<file path="config.mk">
export PLATFORM = sky130hd
export DESIGN_NAME = rgb_to_hsl_pixel
export DESIGN_NICKNAME = d
export VERILOG_FILES = /design/src/rhp_pkg.sv /design/src/rgb_to_hsl_pixel.sv
export SDC_FILE = /design/constraint.sdc
export NUM_CORES = 1
export LEC_CHECK = 0
export BUFFER_PORTS_ARGS = -buffer_cell sky130_fd_sc_hd__buf_2
export CORE_ASPECT_RATIO = 1.1
export CORE_MARGIN = 2
export CORE_UTILIZATION = 40
export CTS_CLUSTER_SIZE = 24
export DETAILED_ROUTE_END_ITERATION = 12
export HOLD_SLACK_MARGIN = 0.06
export PLACE_DENSITY_LB_ADDON = 0.1
export SKIP_CTS_REPAIR_TIMING = 1
export SYNTH_ARGS = -nofsm -noshare
export SYNTH_HDL_FRONTEND = slang
export SYNTH_SLANG_ARGS = --single-unit
</file>
<file path="constraint.sdc">
create_clock -name clk -period 5.6 [get_ports clk]
set_clock_uncertainty 0.05 [all_clocks]
set_input_delay 0.28 -clock clk [delete_from_list [all_inputs] [get_ports clk]]
set_output_delay 0.28 -clock clk [all_outputs]
set_load 0.02 [all_outputs]
</file>
<file path="src/rhp_pkg.sv">
// Types and constants for the RGB to HSL pixel converter.
package rhp_pkg;

	typedef enum logic [1:0] {
		SEC_RED,
		SEC_GREEN,
		SEC_BLUE
	} sector_t;

	localparam int QW     = 8;   // quotient bits, one per divider stage
	localparam int HREM_W = 20;  // hue dividend 510*n + 6*d
	localparam int HDIV_W = 12;  // hue divisor 12*d
	localparam int SREM_W = 17;  // saturation dividend 510*d + q
	localparam int SDIV_W = 9;   // saturation divisor 2*q

	typedef struct packed {
		logic [HREM_W-1:0] hrem;
		logic [HDIV_W-1:0] hdiv;
		logic [QW-1:0]     hq;
		logic [SREM_W-1:0] srem;
		logic [SDIV_W-1:0] sdiv;
		logic [QW-1:0]     sq;
		logic [7:0]        light;
		logic              chroma;
		logic              nul;
		logic              rend;
	} div_t;

endpackage

</file>
<file path="src/rgb_to_hsl_pixel.sv">
// Throughput: one pixel per clock while the output is not stalled; max/min, sector numerator,
// dividend setup, then two 8-step restoring dividers (hue, saturation) sharing 8 stages.
// Each stage has its own valid bit and holds only while the stage after it is full.
// arst_n clears all valid bits; payload registers are not reset.
module rgb_to_hsl_pixel (
	input  logic        clk,
	input  logic        arst_n,
	input  logic        s_axis_tvalid,
	output logic        s_axis_tready,
	input  logic [23:0] s_axis_tdata,   // red[7:0], green[15:8], blue[23:16]
	input  logic [0:0]  s_axis_tuser,   // is_null[0]
	input  logic        s_axis_tlast,   // row_end
	output logic        m_axis_tvalid,
	input  logic        m_axis_tready,
	output logic [23:0] m_axis_tdata,   // hue[7:0], lightness[15:8], saturation[23:16]
	output logic [0:0]  m_axis_tuser,   // null_out[0]
	output logic        m_axis_tlast    // row_end_out
);

	logic [7:0] in_r, in_g, in_b;
	logic [7:0] mx_c, mn_c;
	rhp_pkg::sector_t sec_c;

	assign in_r = s_axis_tdata[7:0];
	assign in_g = s_axis_tdata[15:8];
	assign in_b = s_axis_tdata[23:16];

	// stage 1: max, min, sector
	always_comb begin
		mx_c = in_r;
		if (in_g > mx_c) mx_c = in_g;
		if (in_b > mx_c) mx_c = in_b;
		mn_c = in_r;
		if (in_g < mn_c) mn_c = in_g;
		if (in_b < mn_c) mn_c = in_b;
		if (in_r == mx_c)
			sec_c = rhp_pkg::SEC_RED;
		else if (in_g == mx_c)
			sec_c = rhp_pkg::SEC_GREEN;
		else
			sec_c = rhp_pkg::SEC_BLUE;
	end

	logic             v_s1, rdy_s1;
	logic [7:0]       r_s1, g_s1, b_s1, mx_s1, mn_s1;
	rhp_pkg::sector_t sec_s1;
	logic             nul_s1, rend_s1;

	logic             v_s2, rdy_s2;
	logic [7:0]       d_s2, q_s2, light_s2;
	logic [10:0]      n_s2;
	logic             nul_s2, rend_s2;

	logic                pv_s [rhp_pkg::QW+1];  // index k is stage s(3+k)
	rhp_pkg::div_t       pipe_s [rhp_pkg::QW+1];
	logic                pr [rhp_pkg::QW+1];

	assign rdy_s1 = !v_s1 || rdy_s2;
	assign rdy_s2 = !v_s2 || pr[0];
	assign s_axis_tready = rdy_s1;

	always_ff @(posedge clk or negedge arst_n) begin
		if (!arst_n) begin
			v_s1 <= 1'b0;
		end else if (rdy_s1) begin
			v_s1 <= s_axis_tvalid;
		end
	end

	always_ff @(posedge clk) begin
		if (rdy_s1 && s_axis_tvalid) begin
			r_s1    <= in_r;
			g_s1    <= in_g;
			b_s1    <= in_b;
			mx_s1   <= mx_c;
			mn_s1   <= mn_c;
			sec_s1  <= sec_c;
			nul_s1  <= s_axis_tuser[0];
			rend_s1 <= s_axis_tlast;
		end
	end

	// stage 2: d, q, sector numerator, lightness
	logic [7:0]  d_c;
	logic [8:0]  s_c, q_c;
	logic [10:0] d6_c, n_c;
	logic [7:0]  light_c;

	always_comb begin
		d_c     = mx_s1 - mn_s1;
		s_c     = {1'b0, mx_s1} + {1'b0, mn_s1};
		q_c     = (s_c <= 9'd255) ? s_c : 9'd510 - s_c;
		light_c = 8'((s_c + 9'd1) >> 1);
		d6_c    = (11'(d_c) << 2) + (11'(d_c) << 1);
		case (sec_s1)
			rhp_pkg::SEC_RED: begin
				if (g_s1 >= b_s1)
					n_c = 11'(g_s1) - 11'(b_s1);
				else
					n_c = d6_c + 11'(g_s1) - 11'(b_s1);
			end
			rhp_pkg::SEC_GREEN: begin
				n_c = (11'(d_c) << 1) + 11'(b_s1) - 11'(r_s1);
			end
			default: begin
				n_c = (11'(d_c) << 2) + 11'(r_s1) - 11'(g_s1);
			end
		endcase
	end

	always_ff @(posedge clk or negedge arst_n) begin
		if (!arst_n) begin
			v_s2 <= 1'b0;
		end else if (rdy_s2) begin
			v_s2 <= v_s1;
		end
	end

	always_ff @(posedge clk) begin
		if (rdy_s2 && v_s1) begin
			d_s2     <= d_c;
			q_s2     <= q_c[7:0];
			n_s2     <= n_c;
			light_s2 <= light_c;
			nul_s2   <= nul_s1;
			rend_s2  <= rend_s1;
		end
	end

	// stage 3: dividends and divisors
	rhp_pkg::div_t init_c;

	always_comb begin
		init_c.hrem   = (rhp_pkg::HREM_W'(n_s2) << 9) - (rhp_pkg::HREM_W'(n_s2) << 1)
			+ (rhp_pkg::HREM_W'(d_s2) << 2) + (rhp_pkg::HREM_W'(d_s2) << 1);
		init_c.hdiv   = (rhp_pkg::HDIV_W'(d_s2) << 3) + (rhp_pkg::HDIV_W'(d_s2) << 2);
		init_c.hq     = '0;
		init_c.srem   = (rhp_pkg::SREM_W'(d_s2) << 9) - (rhp_pkg::SREM_W'(d_s2) << 1)
			+ rhp_pkg::SREM_W'(q_s2);
		init_c.sdiv   = {q_s2, 1'b0};
		init_c.sq     = '0;
		init_c.light  = nul_s2 ? 8'd0 : light_s2;
		init_c.chroma = !nul_s2 && (d_s2 != 8'd0);
		init_c.nul    = nul_s2;
		init_c.rend   = rend_s2;
	end

	always_ff @(posedge clk or negedge arst_n) begin
		if (!arst_n) begin
			pv_s[0] <= 1'b0;
		end else if (pr[0]) begin
			pv_s[0] <= v_s2;
		end
	end

	always_ff @(posedge clk) begin
		if (pr[0] && v_s2) begin
			pipe_s[0] <= init_c;
		end
	end

	// stages 4..11: one quotient bit of each divider per stage, MSB first
	for (genvar k = 0; k < rhp_pkg::QW; k++) begin : g_step
		localparam int B = rhp_pkg::QW - 1 - k;
		logic [rhp_pkg::HREM_W-1:0] hsh;
		logic [rhp_pkg::SREM_W-1:0] ssh;
		rhp_pkg::div_t              nxt;

		assign hsh = rhp_pkg::HREM_W'(pipe_s[k].hdiv) << B;
		assign ssh = rhp_pkg::SREM_W'(pipe_s[k].sdiv) << B;
		assign pr[k] = !pv_s[k] || pr[k+1];

		always_comb begin
			nxt = pipe_s[k];
			if (pipe_s[k].hrem >= hsh) begin
				nxt.hrem  = pipe_s[k].hrem - hsh;
				nxt.hq[B] = 1'b1;
			end
			if (pipe_s[k].srem >= ssh) begin
				nxt.srem  = pipe_s[k].srem - ssh;
				nxt.sq[B] = 1'b1;
			end
		end

		always_ff @(posedge clk or negedge arst_n) begin
			if (!arst_n) begin
				pv_s[k+1] <= 1'b0;
			end else if (pr[k+1]) begin
				pv_s[k+1] <= pv_s[k];
			end
		end

		always_ff @(posedge clk) begin
			if (pr[k+1] && pv_s[k]) begin
				pipe_s[k+1] <= nxt;
			end
		end
	end

	assign pr[rhp_pkg::QW] = !pv_s[rhp_pkg::QW] || m_axis_tready;

	assign m_axis_tvalid = pv_s[rhp_pkg::QW];
	assign m_axis_tdata  = {
		pipe_s[rhp_pkg::QW].chroma ? pipe_s[rhp_pkg::QW].sq : 8'd0,
		pipe_s[rhp_pkg::QW].light,
		pipe_s[rhp_pkg::QW].chroma ? pipe_s[rhp_pkg::QW].hq : 8'd0
	};
	assign m_axis_tuser  = pipe_s[rhp_pkg::QW].nul;
	assign m_axis_tlast  = pipe_s[rhp_pkg::QW].rend;

endmodule

</file>
Word-level counts from Yosys, hierarchy flattened
Memories as Yosys holds them, arrays and structs flattened.
Index checks and enable logic that the tools add are counted.
{ "totals": {"regBits": 92, "ramBits": 765, "input_bits": 30, "output_inout_bits": 28, "mem_count": 1} }
{ "mem_list": {"columns": ["memory", "words", "word_bits", "rd", "rd_ports_with_merged_regs", "write_ports", "line", "rtl"], "rows": [
  ["pipe_s", 9, 85, 9, 0, 9, "rgb_to_hsl_pixel.sv:55", "rhp_pkg::div_t pipe_s [rhp_pkg::QW+1];"]
]} }
{ "op_classes": {"add_sub_neg": 34, "n_lt_le_gt_ge": 22, "eq_ne": 3, "mux": 61, "n_reduce_logical": 37} }
{ "ops": {"columns": ["operator", "count"], "rows": [
  ["$mux W20", 8],
  ["$mux W17", 8],
  ["$mux W8", 8],
  ["$sub A20 B12 Y20", 2],
  ["$mux W1", 34],
  ["$sub A17 B9 Y17", 2],
  ["$pmux W11 S2", 1],
  ["$sub A11 B8 Y11", 2],
  ["$add A20 B10 Y20", 1],
  ["$add A20 B9 Y20", 1],
  ["$ge A20 B12 Y1", 1],
  ["$ge A20 B13 Y1", 1],
  ["$ge A20 B14 Y1", 1],
  ["$ge A20 B15 Y1", 1],
  ["$ge A20 B16 Y1", 1],
  ["$ge A20 B17 Y1", 1],
  ["$ge A20 B18 Y1", 1],
  ["$ge A20 B19 Y1", 1],
  ["$sub A20 B13 Y20", 1],
  ["$sub A20 B14 Y20", 1],
  ["$sub A20 B15 Y20", 1],
  ["$sub A20 B16 Y20", 1],
  ["$sub A20 B17 Y20", 1],
  ["$sub A20 B18 Y20", 1],
  ["41 further kinds", 76]
]} }

Longest topological paths before layout
{ "depth": {"depth_word": 13, "ltp_mapped": 21, "mapped_depth_nobuf": 21} }

Worst setup path before layout
OpenSTA, ideal clock, no wires.
{ "synth_timing": {"path_type": "register to register", "start": "register pv_s (netlist bit m_axis_tvalid)", "end": "memory pipe_s[0][170] in the netlist's numbering, enable pin", "setup_time_ps": 532, "arrival_time_ps": 4221, "setup_slack_ps": 796, "path_stages_with_launch": 5, "path_buffers": 0, "cell_sequence": "dfrtp_1 -> nor2b_1 -> nand3_1 -> nor2_1 -> a31oi_1"} }
{ "synth_rtl": {"columns": ["element", "line", "rtl"], "rows": [
  ["from (decl)", "rgb_to_hsl_pixel.sv:54", "logic pv_s [rhp_pkg::QW+1];"],
  ["from (signal, indexed assignment)", "rgb_to_hsl_pixel.sv:189", "pv_s[k+1] <= pv_s[k];"],
  ["to (decl)", "rgb_to_hsl_pixel.sv:55", null]
]} }

Final worst setup path
{ "layout_timing": {"start": "input port s_axis_tdata[10]", "end": "register sec_s1[0], data pin"} }
{ "layout_via": {"elab_chain_len": 6, "elab_cells_between_ends": 7, "cone_classes": "order compare (2); eq/ne (2); mux (3)"} }
{ "layout_rtl": {"columns": ["element", "line", "rtl"], "rows": [
  ["from (decl)", "rgb_to_hsl_pixel.sv:10", "input logic [23:0] s_axis_tdata,"],
  ["$gt A8 B8 Y1", "rgb_to_hsl_pixel.sv:31", "if (in_g > mx_c) mx_c = in_g;"],
  ["$mux W8", "rgb_to_hsl_pixel.sv:31", null],
  ["$gt A8 B8 Y1", "rgb_to_hsl_pixel.sv:32", "if (in_b > mx_c) mx_c = in_b;"],
  ["$mux W8", "rgb_to_hsl_pixel.sv:32", null],
  ["$eq A8 B8 Y1", "rgb_to_hsl_pixel.sv:38", "else if (in_g == mx_c)"],
  ["$mux W2", "rgb_to_hsl_pixel.sv:38", null],
  ["to (signal assigned)", "rgb_to_hsl_pixel.sv:77", "sec_s1 <= sec_c;"],
  ["to (decl)", "rgb_to_hsl_pixel.sv:46", "rhp_pkg::sector_t sec_s1;"]
]} }
Parallel ways exist; a longest one is shown, timed or not.
A chain may end at the register's enable or synchronous reset.

==> out/metrics.csv <==
stage,metric,value,unit
sta,worst relative slew slack,30.79,%
hold_path,Worst Hold Class,input port to flip-flop,
die,io pins,58,
cts,clk_lat worst skew,0.62,ns
die,Initial Util,40.30,%
sta,final hold violation count,0,
yosys,Gate Count Post-Synth,2880,
global_routing,antenna violations before repair,0,
global_routing,total track usage,15.85,%
yosys,synthesis-stage register bit count,678,
sta,Final min period,5.238,ns
cts,Max Buffers Root-to-Sink,3,
yosys,number of synthesized flops with an enable pin,667,
die,Rows,114,
power,power per cell area,636.0,nW/um2
yosys,Synth area leader,edfxtp_1,
worst_setup_path,CP Capture Type,flip-flop,
die,Die Area,90780,um2
die,Core Region,87720,um2
yosys,post-synthesis async set-or-reset flop share,1.622,%
global_routing,global route overflow,0,
global_routing,first-pass GRT wire length,113.1,mm
global_routing,largest net degree at the start of global routing,70,
sta,Total Neg Setup Slack,0,ns
routing,Avg Vias per Cell,4.924,
yosys,largest family of logic cells by synthesized area,adder cells,
routing,final antenna-violating net count,0,
power,Pleak,0.01621,uW
worst_setup_path,startpoint types,input port,
cells_and_area,Non-Filler Instances,4248,
sta,crit share post-route,93.54,%
cells_and_area,Fillers,7900,
sta,FMAX,0.1909,GHz
worst_setup_path,CP Data Required Time,5.90,ns
placement,Port-buffer cells,57,
yosys,"Seq/Total Area, Yosys",57.43,%
die,Die Y,315.8,um
cts,H-tree depth,3,
cts,CTS Buf Count,76,
cells_and_area,Layout area overhead,13.03,%
cells_and_area,# nets final,3380,
yosys,syn_area_per_cell,12.28,um2
cts,CTS tree,yes,
placement,DP Wirelength,55.17,mm
power,Max IR drop VDD,0.2582,mV
sta,Slew @ Worst Pin,1.038,ns
sta,RSZ-0062 raised after global routing,no,
yosys,Synth Area in XOR/XNOR,5.054,%
yosys,Synth Area in Compound Gates,9.365,%
flow_run,max-cap violations,0,
routing,DR vias,20920,
placement,# placed instances,4079,
worst_setup_path,Crit Path Max Fanout,17,
cells_and_area,fraction of layout cells with a size suffix above 1,7.772,%
yosys,post-synthesis mux area share,0.8211,%
placement,GPL Wtd Cong,0.8606,
die,die width,287.5,um
worst_setup_path,WP data arrival,5.54,ns
routing,drt wl/cell,16.60,um
cts,clock root buffer,clkbuf_16,
cts,CTS Sinks,678,
yosys,Synth cell types,77,
cts,"Reg clk slew, reported paths",0.06,ns
yosys,Adder-Cell Fraction of Synth Area,12.67,%
yosys,post-synth top area share,56.66,%
sta,Final Max Tran Viols,0,
yosys,Yosys warning count,0,
routing,drt first pass iters,5,
yosys,Area contributors post-synth,"edfxtp_1 57%, ha_1 9.4%, inv_1 3.8%, xnor2_1 3.4%, fa_1 3.2%",
cells_and_area,diodes inserted,0,
worst_setup_path,critical path class,input port to flip-flop,
routing,DR DRC count,0,
sta,Setup-failing EPs final,0,
routing,final WL,70.51,mm
routing,drt initial violations,825,
run_status,outcome,"finished, final reports clean",
yosys,syn_nets,3233,
yosys,Syn Std Cell Area,35350,um2
yosys,Main synth FF type,edfxtp_1,
global_routing,vias in the first global route,21880,
yosys,Synth Area in Simple Gates,10.19,%
sequential cells by signal, indices dropped and copies added, names as in the netlist:
| register | count |
|---|---|
| m_axis_tvalid | 1 |
| pipe_s | 587 |
| b_s1 | 8 |
| mx_s1 | 8 |
| rend_s2 | 1 |
| v_s2 | 1 |
| sec_s1 | 2 |
| mn_s1 | 8 |
| g_s1 | 8 |
| v_s1 | 1 |
| nul_s2 | 1 |
| light_s2 | 8 |
| r_s1 | 8 |
| pv_s | 8 |
| d_s2 | 8 |
| nul_s1 | 1 |
| q_s2 | 7 |
| rend_s1 | 1 |
| n_s2 | 11 |
cell usage after synthesis (7+ instances only):
library cell / instances
edfxtp_1: 667
inv_1: 360
ha_1: 266
nor2_1: 182
a21oi_1: 176
xnor2_1: 136
o21ai_0: 134
nand2_1: 133
a21o_1: 88
nor2b_1: 68
xor2_1: 68
nand2b_1: 65
fa_1: 57
nor3_1: 51
nand3_1: 38
nand4_1: 37
and2_1: 35
clkbuf_1: 32
nor4_1: 24
o21bai_1: 21
mux2i_1: 20
a21boi_0: 17
o31ai_1: 14
a211oi_1: 12
o21a_1: 12
or3_1: 12
dfrtp_1: 11
or4_1: 11
buf_4: 9
mux2_2: 8
nor3b_1: 8
o22ai_1: 7
metrics by stage:
stage               total power, uW  worst slack (ns)  instance area (um2)  hold WS (ns)  util, %
finish                        25410            0.3617                39960        0.1666    45.55
global route                  27540           0.03031                39960        0.2158    45.55
CTS                           25720            0.6803                39660       -0.5515    45.21
detailed placement            20610           0.01090                37140        0.1184    42.34
global placement              20310            0.1694                37140        0.1111    42.34
floorplan                     17790            0.7964                35350      -0.06559        -
cell usage in the layout (no fill, tap or decap), drive strengths merged, types with 52 or more instances in the layout:
cell,count
nor2,182
a21oi,178
edfxtp,667
nand2,133
nand2b,65
xnor2,136
clkbuf,90
buf,86
a21o,88
xor2,68
nor2b,68
inv,366
ha,266
o21ai,134
fa,57
nor3,52
critical path, cell delays in order:
cell	delay, ns
dlygate4sd3_1	0.52
buf_2	0.18
ha_1	0.31
and4_1	0.22
a211oi_2	0.24
or2_1	0.60
nor2_1	0.12
a21oi_1	0.33
ha_1	0.20
and4_1	0.27
and3_1	0.19
mux2i_1	0.18
nor3b_2	0.69
o21ai_0	0.34
and3_1	0.27
o2111ai_1	0.34
nor4_2	0.08
nor2b_1	0.14
routing by layer:
layer | global-route usage, % | part of all wire, % | vias up | routed length (um)
li1 | - | - | 10560 | -
met1 | 15.73 | 37 | 9898 | 25950
met2 | 31.39 | 56 | 303 | 39140
met3 | 2.417 | 3.0 | 156 | 2117
met4 | 8.144 | 4.7 | 0 | 3307
met5 | 0 | 0 | - | 0
cells by family after synthesis:
group / count (synthesis)
simple gates: 703
flops: 678
compound gates: 536
buf+inv: 407
fa+ha+maj: 324
xor+xnor: 204
mux: 28
final timing paths:
| kind | startpoint | end | slack (ns) | cells after the start |
|---|---|---|---|---|
| max | s_axis_tdata[10] | sec_s1[0]$_SDFFCE_PN0P_ | 0.36 | 18 |
| min | s_axis_tdata[3] | mn_s1[3]$_DFFE_PP_ | 0.17 | 3 |
| max reg2reg | mx_s1[1]$_DFFE_PP_ | n_s2[10]$_DFFE_PP_ | 0.93 | 19 |
| min reg2reg | pipe_s[0][524]$_DFFE_PP_ | pipe_s[0][609]$_DFFE_PP_ | 0.36 | 0 |
| max in group asynchronous | arst_n | pv_s[7]$_DFFE_PN0P_ | 4.50 | 3 |
| min in group asynchronous | arst_n | pv_s[3]$_DFFE_PN0P_ | 0.66 | 3 |
cell type report:
class                      count  area (um2)  share of cell area (%)
clock inverter                49       491.7                   1.231
timing repair buffer         116       803.3                   2.010
multi-input combinational   1795       13530                   33.86
inverter                     360        1351                   3.382
tap                         1160        1451                   3.632
sequential                   678       20300                   50.81
clock buffer                  90        2028                   5.075
power breakdown:
part | switching, uW | leakage [uW] | internal [uW] | total [uW]
Sequential | 973 | 0.00655 | 8420 | 9390
Clock | 1990 | 0.00122 | 2970 | 4970
Combinational | 6210 | 0.00844 | 4850 | 11100
Total | 9170 | 0.0162 | 16200 | 25400
(Power assumes the default switching activity.)
